==> src/rtl/assert_macros.svh <==
// ----------------------------------------------------------------------------
// assert_macros.svh
// Shared assertion macros for the box blur core.
// ----------------------------------------------------------------------------
`ifndef ASSERT_MACROS_SVH
`define ASSERT_MACROS_SVH

// Same-cycle implication, checked out of reset
`define BLR_ASSERT_IMPL(lbl, ck, rn, ante, cons, msg) \
  lbl: assert property (@(posedge ck) disable iff (!rn) (ante) |-> (cons)) \
    else $error(msg);

// Next-cycle implication, checked out of reset
`define BLR_ASSERT_NEXT(lbl, ck, rn, ante, cons, msg) \
  lbl: assert property (@(posedge ck) disable iff (!rn) (ante) |=> (cons)) \
    else $error(msg);

`endif

==> src/rtl/blr_pkg.sv <==
// ----------------------------------------------------------------------------
// blr_pkg
// Types, constants and helper functions of the 3x3 box blur core.
// ----------------------------------------------------------------------------
package blr_pkg;

  // Field widths
  localparam int CH_W     = 8;
  localparam int PIX_W    = 3 * CH_W;
  localparam int CFG_W_W  = 11;
  localparam int CFG_H_W  = 13;
  localparam int CFG_IDX_W = 1;
  localparam int CFG_D_W  = 13;

  // Accumulator and divider widths
  localparam int SUM_W    = 12;   // 9 * 255 fits
  localparam int CNT_W    = 4;    // 0..9 neighbors
  localparam int DIVX_W   = 13;   // 2*sum + count
  localparam int RECIP_W  = 18;
  localparam int RECIP_SH = 18;
  localparam int PROD_W   = DIVX_W + RECIP_W;

  // Defaults
  localparam int DEF_MAX_WIDTH  = 1024;
  localparam int DEF_MAX_HEIGHT = 4096;
  localparam int RST_WIDTH      = 640;
  localparam int RST_HEIGHT     = 480;

  // Register map
  typedef enum logic [CFG_IDX_W-1:0] {
    REG_FRAME_WIDTH  = 1'b0,
    REG_FRAME_HEIGHT = 1'b1
  } blr_cfg_reg_t;

  // Input item modes
  localparam logic MODE_PIXEL = 1'b0;
  localparam logic MODE_DRAIN = 1'b1;

  // Controller states
  typedef enum logic [2:0] {
    S_IDLE,
    S_SHIFT,
    S_ACC,
    S_MUL,
    S_OUT,
    S_DR1,
    S_DR2,
    S_DR3
  } blr_state_t;

  // Accumulator source
  typedef enum logic {
    SRC_WIN,
    SRC_STORE
  } blr_src_t;

  // Controller to datapath commands
  typedef struct packed {
    logic       px_cap;
    logic       wr_en;
    logic       shift;
    logic       acc_clr;
    logic       acc_en;
    blr_src_t   acc_src;
    logic [1:0] acc_col;
    logic       acc_top;
    logic       acc_use;
    logic       mul_en;
    logic       out_load;
    logic       out_fend;
  } blr_cmd_t;

  // Datapath to controller status
  typedef struct packed {
    logic out_free;
  } blr_sts_t;

  // ceil(2^18 / (2n)): exact floor division of 2*sum+n by 2n for n = 1..9
  function automatic logic [RECIP_W-1:0] recip(input logic [CNT_W-1:0] n);
    logic [RECIP_W-1:0] m;
    case (n)
      4'd1:    m = 18'd131072;
      4'd2:    m = 18'd65536;
      4'd3:    m = 18'd43691;
      4'd4:    m = 18'd32768;
      4'd5:    m = 18'd26215;
      4'd6:    m = 18'd21846;
      4'd7:    m = 18'd18725;
      4'd8:    m = 18'd16384;
      4'd9:    m = 18'd14564;
      default: m = '0;
    endcase
    return m;
  endfunction

endpackage

==> src/rtl/blr_pix_if.sv <==
// ----------------------------------------------------------------------------
// blr_pix_if
// Input item channel: mode and one RGB pixel.
// ----------------------------------------------------------------------------
interface blr_pix_if;
  logic                     valid;
  logic                     ready;
  logic                     mode;
  logic [blr_pkg::CH_W-1:0] in_red;
  logic [blr_pkg::CH_W-1:0] in_green;
  logic [blr_pkg::CH_W-1:0] in_blue;

  modport source (output valid, mode, in_red, in_green, in_blue, input ready);
  modport sink   (input valid, mode, in_red, in_green, in_blue, output ready);
endinterface

==> src/rtl/blr_cfg_if.sv <==
// ----------------------------------------------------------------------------
// blr_cfg_if
// Configuration write channel: register index and data.
// ----------------------------------------------------------------------------
interface blr_cfg_if;
  logic                          valid;
  logic                          ready;
  logic [blr_pkg::CFG_IDX_W-1:0] index;
  logic [blr_pkg::CFG_D_W-1:0]   data;

  modport source (output valid, index, data, input ready);
  modport sink   (input valid, index, data, output ready);
endinterface

==> src/rtl/blr_ctrl.sv <==
// ----------------------------------------------------------------------------
// blr_ctrl
// Controller: configuration registers, frame counters and the sequencer
// that steers the datapath for pixel and drain items.
// ----------------------------------------------------------------------------
`include "assert_macros.svh"

module blr_ctrl #(
  parameter int MAX_WIDTH  = blr_pkg::DEF_MAX_WIDTH,
  parameter int MAX_HEIGHT = blr_pkg::DEF_MAX_HEIGHT,
  parameter int IW         = (MAX_WIDTH > 1) ? $clog2(MAX_WIDTH) : 1
) (
  input  logic              clk,
  input  logic              rst_n,
  blr_pix_if.sink           pix,
  blr_cfg_if.sink           cfg,
  output blr_pkg::blr_cmd_t cmd,
  input  blr_pkg::blr_sts_t sts,
  output logic [IW-1:0]     rd_addr,
  output logic [IW-1:0]     wr_addr
);

  import blr_pkg::*;

  localparam int WCW = ($clog2(MAX_WIDTH + 1) > CFG_W_W) ? $clog2(MAX_WIDTH + 1) : CFG_W_W;
  localparam int HCW = ($clog2(MAX_HEIGHT + 1) > CFG_H_W) ? $clog2(MAX_HEIGHT + 1) : CFG_H_W;

  blr_state_t       state_r, state_nxt;
  logic [CFG_W_W-1:0] frame_width_r;
  logic [CFG_H_W-1:0] frame_height_r;
  logic [HCW-1:0]   row_r, row_nxt;
  logic [IW-1:0]    col_r, col_nxt;
  logic [IW-1:0]    drn_r, drn_nxt;
  logic [IW-1:0]    addr_r, addr_nxt;
  logic             emit_a_r, emit_a_nxt;
  logic             pend_b_r, pend_b_nxt;
  logic [1:0]       col_j_r, col_j_nxt;
  logic [1:0]       lo_b_r, lo_b_nxt;
  logic             top_r, top_nxt;
  logic             fend_r, fend_nxt;
  logic             k0_r, k0_nxt;
  logic             k2_r, k2_nxt;

  logic [WCW-1:0]   fw_ext, eff_w, c_ext, d_ext;
  logic [HCW-1:0]   fh_ext, eff_h;
  logic             px_phase, accept, row_end, d_last, d_hi_ok;

  // Clamp configured frame size
  always_comb begin
    fw_ext = WCW'(frame_width_r);
    fh_ext = HCW'(frame_height_r);
    if (fw_ext == '0) begin
      eff_w = WCW'(1);
    end else if (fw_ext > WCW'(MAX_WIDTH)) begin
      eff_w = WCW'(MAX_WIDTH);
    end else begin
      eff_w = fw_ext;
    end
    if (fh_ext == '0) begin
      eff_h = HCW'(1);
    end else if (fh_ext > HCW'(MAX_HEIGHT)) begin
      eff_h = HCW'(MAX_HEIGHT);
    end else begin
      eff_h = fh_ext;
    end
  end

  // Phase and position flags
  assign px_phase = row_r < eff_h;
  assign accept   = pix.valid && pix.ready;
  assign c_ext    = WCW'(col_r);
  assign d_ext    = WCW'(drn_r);
  assign row_end  = (c_ext + WCW'(1)) >= eff_w;
  assign d_last   = (d_ext + WCW'(1)) >= eff_w;
  assign d_hi_ok  = (d_ext + WCW'(1)) < WCW'(MAX_WIDTH);

  // Configuration writes, always taken
  assign cfg.ready = 1'b1;

  always_ff @(posedge clk) begin
    if (!rst_n) begin
      frame_width_r  <= CFG_W_W'(RST_WIDTH);
      frame_height_r <= CFG_H_W'(RST_HEIGHT);
    end else if (cfg.valid) begin
      unique case (blr_cfg_reg_t'(cfg.index))
        REG_FRAME_WIDTH:  frame_width_r  <= cfg.data[CFG_W_W-1:0];
        REG_FRAME_HEIGHT: frame_height_r <= cfg.data[CFG_H_W-1:0];
      endcase
    end
  end

  // Next state
  always_comb begin
    state_nxt = state_r;
    unique case (state_r)
      S_IDLE: begin
        if (accept && px_phase && pix.mode == MODE_PIXEL) begin
          state_nxt = S_SHIFT;
        end else if (accept && !px_phase && pix.mode == MODE_DRAIN) begin
          state_nxt = S_DR1;
        end
      end
      S_SHIFT: state_nxt = (emit_a_r || pend_b_r) ? S_ACC : S_IDLE;
      S_ACC:   state_nxt = (col_j_r == 2'd2) ? S_MUL : S_ACC;
      S_MUL:   state_nxt = S_OUT;
      S_OUT: begin
        if (sts.out_free) begin
          state_nxt = pend_b_r ? S_ACC : S_IDLE;
        end
      end
      S_DR1:   state_nxt = S_DR2;
      S_DR2:   state_nxt = S_DR3;
      S_DR3:   state_nxt = S_MUL;
      default: state_nxt = S_IDLE;
    endcase
  end

  // Outputs
  always_comb begin
    cmd         = '0;
    cmd.acc_src = SRC_WIN;
    cmd.acc_col = col_j_r;
    cmd.acc_top = top_r;
    cmd.out_fend = fend_r;
    pix.ready   = 1'b0;
    rd_addr     = addr_r;
    wr_addr     = addr_r;
    unique case (state_r)
      S_IDLE: begin
        pix.ready   = 1'b1;
        cmd.px_cap  = accept;
        cmd.acc_clr = accept && !px_phase;
        rd_addr     = px_phase ? col_r : (drn_r - 1'b1);
      end
      S_SHIFT: begin
        cmd.wr_en   = 1'b1;
        cmd.shift   = 1'b1;
        cmd.acc_clr = 1'b1;
      end
      S_ACC: begin
        cmd.acc_en = 1'b1;
      end
      S_MUL: begin
        cmd.mul_en = 1'b1;
      end
      S_OUT: begin
        cmd.out_load = sts.out_free;
        cmd.acc_clr  = sts.out_free && pend_b_r;
      end
      S_DR1: begin
        cmd.acc_en  = 1'b1;
        cmd.acc_src = SRC_STORE;
        cmd.acc_use = k0_r;
        rd_addr     = addr_r;
      end
      S_DR2: begin
        cmd.acc_en  = 1'b1;
        cmd.acc_src = SRC_STORE;
        cmd.acc_use = 1'b1;
        rd_addr     = addr_r + 1'b1;
      end
      S_DR3: begin
        cmd.acc_en  = 1'b1;
        cmd.acc_src = SRC_STORE;
        cmd.acc_use = k2_r;
      end
      default: begin
        pix.ready = 1'b0;
      end
    endcase
  end

  // Counters and per-item flags
  always_comb begin
    row_nxt    = row_r;
    col_nxt    = col_r;
    drn_nxt    = drn_r;
    addr_nxt   = addr_r;
    emit_a_nxt = emit_a_r;
    pend_b_nxt = pend_b_r;
    col_j_nxt  = col_j_r;
    lo_b_nxt   = lo_b_r;
    top_nxt    = top_r;
    fend_nxt   = fend_r;
    k0_nxt     = k0_r;
    k2_nxt     = k2_r;
    if (state_r == S_IDLE && accept && px_phase && pix.mode == MODE_PIXEL) begin
      // new pixel: (r-1,c-1) and, at row end, (r-1,last)
      addr_nxt   = col_r;
      emit_a_nxt = (row_r != '0) && (col_r != '0);
      pend_b_nxt = row_end && (row_r != '0);
      col_j_nxt  = (c_ext >= WCW'(2)) ? 2'd0 : 2'd1;
      lo_b_nxt   = (col_r != '0) ? 2'd1 : 2'd2;
      top_nxt    = row_r >= HCW'(2);
      fend_nxt   = 1'b0;
      if (row_end) begin
        col_nxt = '0;
        row_nxt = row_r + 1'b1;
        drn_nxt = '0;
      end else begin
        col_nxt = col_r + 1'b1;
      end
    end else if (state_r == S_IDLE && accept && !px_phase && pix.mode == MODE_DRAIN) begin
      // drain step: one pixel of the last row from the line stores
      addr_nxt = drn_r;
      k0_nxt   = drn_r != '0;
      k2_nxt   = !d_last && d_hi_ok;
      top_nxt  = row_r >= HCW'(2);
      fend_nxt = d_last;
      if (d_last) begin
        row_nxt = '0;
        col_nxt = '0;
        drn_nxt = '0;
      end else begin
        drn_nxt = drn_r + 1'b1;
      end
    end else if (state_r == S_SHIFT) begin
      if (emit_a_r) begin
        emit_a_nxt = 1'b0;
      end else if (pend_b_r) begin
        col_j_nxt  = lo_b_r;
        pend_b_nxt = 1'b0;
      end
    end else if (state_r == S_ACC) begin
      col_j_nxt = col_j_r + 1'b1;
    end else if (state_r == S_OUT && sts.out_free && pend_b_r) begin
      col_j_nxt  = lo_b_r;
      pend_b_nxt = 1'b0;
    end
  end

  always_ff @(posedge clk) begin
    if (!rst_n) begin
      state_r  <= S_IDLE;
      row_r    <= '0;
      col_r    <= '0;
      drn_r    <= '0;
      emit_a_r <= 1'b0;
      pend_b_r <= 1'b0;
      fend_r   <= 1'b0;
    end else begin
      state_r  <= state_nxt;
      row_r    <= row_nxt;
      col_r    <= col_nxt;
      drn_r    <= drn_nxt;
      emit_a_r <= emit_a_nxt;
      pend_b_r <= pend_b_nxt;
      fend_r   <= fend_nxt;
    end
  end

  always_ff @(posedge clk) begin
    addr_r  <= addr_nxt;
    col_j_r <= col_j_nxt;
    lo_b_r  <= lo_b_nxt;
    top_r   <= top_nxt;
    k0_r    <= k0_nxt;
    k2_r    <= k2_nxt;
  end

  // A pending row-end result keeps the sequencer busy
  `BLR_ASSERT_IMPL(a_pend_busy, clk, rst_n, pend_b_r, state_r != S_IDLE, "row-end result lost")
  // Results only go into a free output register
  `BLR_ASSERT_IMPL(a_load_free, clk, rst_n, cmd.out_load, sts.out_free, "output overwritten")
  // A finished result waits while the receiver stalls
  `BLR_ASSERT_NEXT(a_out_wait, clk, rst_n, state_r == S_OUT && !sts.out_free,
                   state_r == S_OUT, "stalled result dropped")

endmodule
==> src/flat_wrapper.sv <==
// flat-port wrapper written by rule: the top's interface ports become plain ports
module blr_ctrl_flat import blr_pkg::*;
#(
  parameter int MAX_WIDTH  = blr_pkg::DEF_MAX_WIDTH,
  parameter int MAX_HEIGHT = blr_pkg::DEF_MAX_HEIGHT,
  parameter int IW         = (MAX_WIDTH > 1) ? $clog2(MAX_WIDTH) : 1
)
  (clk, rst_n, cmd, sts, rd_addr, wr_addr, pix_valid, pix_mode, pix_in_red, pix_in_green, pix_in_blue, pix_ready, cfg_valid, cfg_index, cfg_data, cfg_ready);
  blr_pix_if pix_i ();
  blr_cfg_if cfg_i ();
  input  logic clk;
  input  logic rst_n;
  output blr_pkg::blr_cmd_t cmd;
  input  blr_pkg::blr_sts_t sts;
  output logic [IW-1:0] rd_addr;
  output logic [IW-1:0] wr_addr;
  input wire logic [$bits(pix_i.valid)-1:0] pix_valid;
  input wire logic [$bits(pix_i.mode)-1:0] pix_mode;
  input wire logic [$bits(pix_i.in_red)-1:0] pix_in_red;
  input wire logic [$bits(pix_i.in_green)-1:0] pix_in_green;
  input wire logic [$bits(pix_i.in_blue)-1:0] pix_in_blue;
  output wire logic [$bits(pix_i.ready)-1:0] pix_ready;
  input wire logic [$bits(cfg_i.valid)-1:0] cfg_valid;
  input wire logic [$bits(cfg_i.index)-1:0] cfg_index;
  input wire logic [$bits(cfg_i.data)-1:0] cfg_data;
  output wire logic [$bits(cfg_i.ready)-1:0] cfg_ready;
  assign pix_i.valid = pix_valid;
  assign pix_i.mode = pix_mode;
  assign pix_i.in_red = pix_in_red;
  assign pix_i.in_green = pix_in_green;
  assign pix_i.in_blue = pix_in_blue;
  assign pix_ready = pix_i.ready;
  assign cfg_i.valid = cfg_valid;
  assign cfg_i.index = cfg_index;
  assign cfg_i.data = cfg_data;
  assign cfg_ready = cfg_i.ready;
  blr_ctrl #(.MAX_WIDTH(MAX_WIDTH), .MAX_HEIGHT(MAX_HEIGHT), .IW(IW)) u_core (.clk(clk), .rst_n(rst_n), .pix(pix_i), .cfg(cfg_i), .cmd(cmd), .sts(sts), .rd_addr(rd_addr), .wr_addr(wr_addr));
endmodule
==> config.mk <==
export PLATFORM = sky130hd
export DESIGN_NAME = blr_ctrl_flat
export DESIGN_NICKNAME = d
export VERILOG_FILES = /design/src/rtl/blr_pkg.sv /design/src/rtl/blr_pix_if.sv /design/src/rtl/blr_cfg_if.sv /design/src/rtl/blr_ctrl.sv /design/src/flat_wrapper.sv
export VERILOG_INCLUDE_DIRS = /design/src /design/src/rtl
export SDC_FILE = /design/constraint.sdc
export NUM_CORES = 1
export LEC_CHECK = 0
export BUFFER_PORTS_ARGS = -buffer_cell sky130_fd_sc_hd__buf_2
export CORE_MARGIN = 3
export CORE_UTILIZATION = 30
export DETAILED_ROUTE_END_ITERATION = 8
export SETUP_SLACK_MARGIN = 0.4
export SLEW_MARGIN = 30
export SYNTH_ARGS = -nofsm -noshare
export SYNTH_HDL_FRONTEND = slang
export SYNTH_SLANG_ARGS = --single-unit
==> constraint.sdc <==
create_clock -name clk -period 4.67 [get_ports clk]
set_input_delay 0.467 -clock clk [delete_from_list [all_inputs] [get_ports clk]]
set_output_delay 0.467 -clock clk [all_outputs]
set_load 0.02 [all_outputs]
==> metrics.txt <==
Post-synth EDFFs=17; largest net degree at the start of global routing=48; Hold Path Class=input pin to register; top cell type's share of synthesized area=0.226; # fillers=1920; num rows=49; fin crit share=0.824; CTS tree=yes; Critical Path AT=3380 ps; die footprint=0.0203 mm^2; largest cells by area after synthesis=dfxtp_1 23%, ha_1 10%, nand2_1 9.6%, edfxtp_1 9.2%, nand3_1 3.5%; Total Routing Usage GR=0.148; Max Fclk=260 MHz; Final Hold Viols=0; Tmin final=3850 ps; Leakage=2.52 nW; Initial Util=0.308; Yosys warning count=0; Synth Instances=714; Max VDD drop=195 uV; Yosys cell types=66; FF+latch count, synth=80; CP dominant cell by count=nand2_1; post_cts resized=0; syn_area_per_cell=7.81 um^2; die width=142 um; wire length per cell=15.3 um; Slowest cell on crit path=o221a_2; # hold bufs at CTS=0; I/O Pins=79; Vias/cell=5.28; pre-CTS setup slack=1030 ps; hold slack=347 ps; Clock Path Buffers=2; Diodes inserted=0; kind of critical path=register to primary output; drt first pass iters=5; Hold Crit Start=cfg_data[6]; global-route wire length before repair=24500 um; gp weighted congestion=0.850; post-synth top area cell=dfxtp_1; Clock Latency Late Sink=350 ps; area grow syn2layout=11.8%; Final nets=825; RR Startpoint=u_core.drn_r[3]; HPWL Detailed=11000 um; I/O Buffers=53; Hold EP=u_core.fh_ext[6]; met3 usage=0.0349; met1 usage=0.212; clock root buffer=clkbuf_16; Vias=5126; register-to-register setup slack=1010 ps; layout cells sized above 1=0.126; CTS Buf Count=9; DRT antenna net count=0; sequential area share after synthesis=0.318; main flop type after synthesis=dfxtp_1; H-tree levels=3; met2 GRT Util=0.220; setup violators final=0; total grt overflow=0; crit start category=register; Top Usage Layer GRT=met2; Layout Utilization=0.345; Slew Limit Fails=0; Worst Tran Pin Value=671 ps; CP Max Fanout=13; status=completed; clock skew=10.7 ps; worst reg2reg path endpoint=u_core.row_r[4]; CP Cell Sequence=inv_1, nand2_1, ha_1, a21o_1, a221oi_1, o221a_2, nand2_1, o21ai_0, o221ai_1, buf_2; initial antenna violation count=0; Die Y=142 um; post-CTS setup buffers=0; R2R depth=11; crit path from=u_core.fh_ext[12]; power per cell area=273 mW/mm^2; top cells by count, synth=142 x nand2_1, 63 x dfxtp_1, 45 x ha_1; DR DRC count=0; MaxCap Viol Count=0; Post-Synthesis Cell Area=0.00558 mm^2; count leader, synth=nand2_1; Initial DRC Count=349; Slew headroom=0.546; Worst setup EP type=primary output; RSZ-0062 raised after global routing=false; WHS Path Cells=3; placeable core area=0.0181 mm^2; WP data required=4200 ps; TNS Setup=0 ps; Synth Net Count=803; Max stage delay on crit path=400 ps; Clock transition at path regs=60 ps; Final WS setup=824 ps; CTS sink count=80; vias in the first global route=4739; final wirelength=14800 um; fraction of registers with async set/reset=0
state kept, by name, indices dropped and copies added (netlist names):
name	cells
u_core.fh_ext	13
u_core.row_r	13
u_core.frame_width_r	11
u_core.col_r	10
u_core.drn_r	10
u_core.wr_addr	10
u_core.state_r	3
u_core.col_j_r	2
u_core.lo_b_r	2
u_core.emit_a_r	1
u_core.fend_r	1
u_core.k0_r	1
u_core.k2_r	1
u_core.pend_b_r	1
u_core.top_r	1
worst max path at each step:
stage / end / depth (start not counted)
5_1_grt: rd_addr[3] / 10
6_report: rd_addr[3] / 10
4_1_cts: rd_addr[3] / 10
2_1_floorplan: rd_addr[9] / 11
3_5_place_dp: u_core.row_r[6] / 11
3_3_place_gp: u_core.row_r[6] / 11
kinds of logic (layout without fill, tap and decap cells):
logic type,after synthesis,count (layout),synth area share
AND/OR/NAND/NOR,330,330,0.286
AO/OA/AOI/OAI,143,143,0.172
flip-flops,80,80,0.318
buffers and inverters,79,106,0.0639
adder cells (fa/ha/maj),45,45,0.101
XOR/XNOR,24,24,0.0377
multiplexers,12,12,0.0218
other,1,1,0.000672
stage by stage:
stage,power (mW),cell area [um^2],cells
after floorplan,0.924,5580,714
after global placement,0.984,5930,954
after detailed placement,0.986,5930,954
after CTS,1.72,6240,970
after global routing,1.78,6240,970
final,1.70,6240,970
layout make-up:
class	count	area, um^2	area share
multi-input combinational	555	3450	0.553
inverter	32	120	0.0193
clock buffer	9	225	0.0361
sequential	80	1770	0.284
tap	229	287	0.0459
clock inverter	7	81.3	0.0130
timing repair buffer	58	303	0.0485
power breakdown:
part	switching [mW]	total, mW	internal, mW
Combinational	0.146	0.220	0.0740
Sequential	0.0229	0.750	0.728
Clock	0.313	0.732	0.420
Total	0.482	1.70	1.22
placed cells by master (no fill, tap or decap), drive strengths merged, types with 10 or more instances in the layout:
master    n
buf      58
mux2i    11
nand2   144
a21oi    33
inv      32
nand4    23
edfxtp   17
ha       45
nor3     18
nand3    39
nor4     15
and3     10
o21ai    37
xnor2    18
dfxtp    63
nor2     34
o211ai   16
per-layer routing:
layer,up-vias,part of all wire
li1,2600,-
met1,2383,0.51
met2,123,0.41
met3,20,0.054
met4,0,0.022
met5,-,0
critical path: cells and delay by family (launching register included):
| kind | cells | cell delay, ps |
|---|---|---|
| compound gates | 5 | 1450 |
| fa+ha+maj | 1 | 320 |
| buf+inv | 2 | 470 |
| flops | 1 | 320 |
| simple gates | 2 | 470 |
Note: power is estimated with default switching activity, not from simulation.
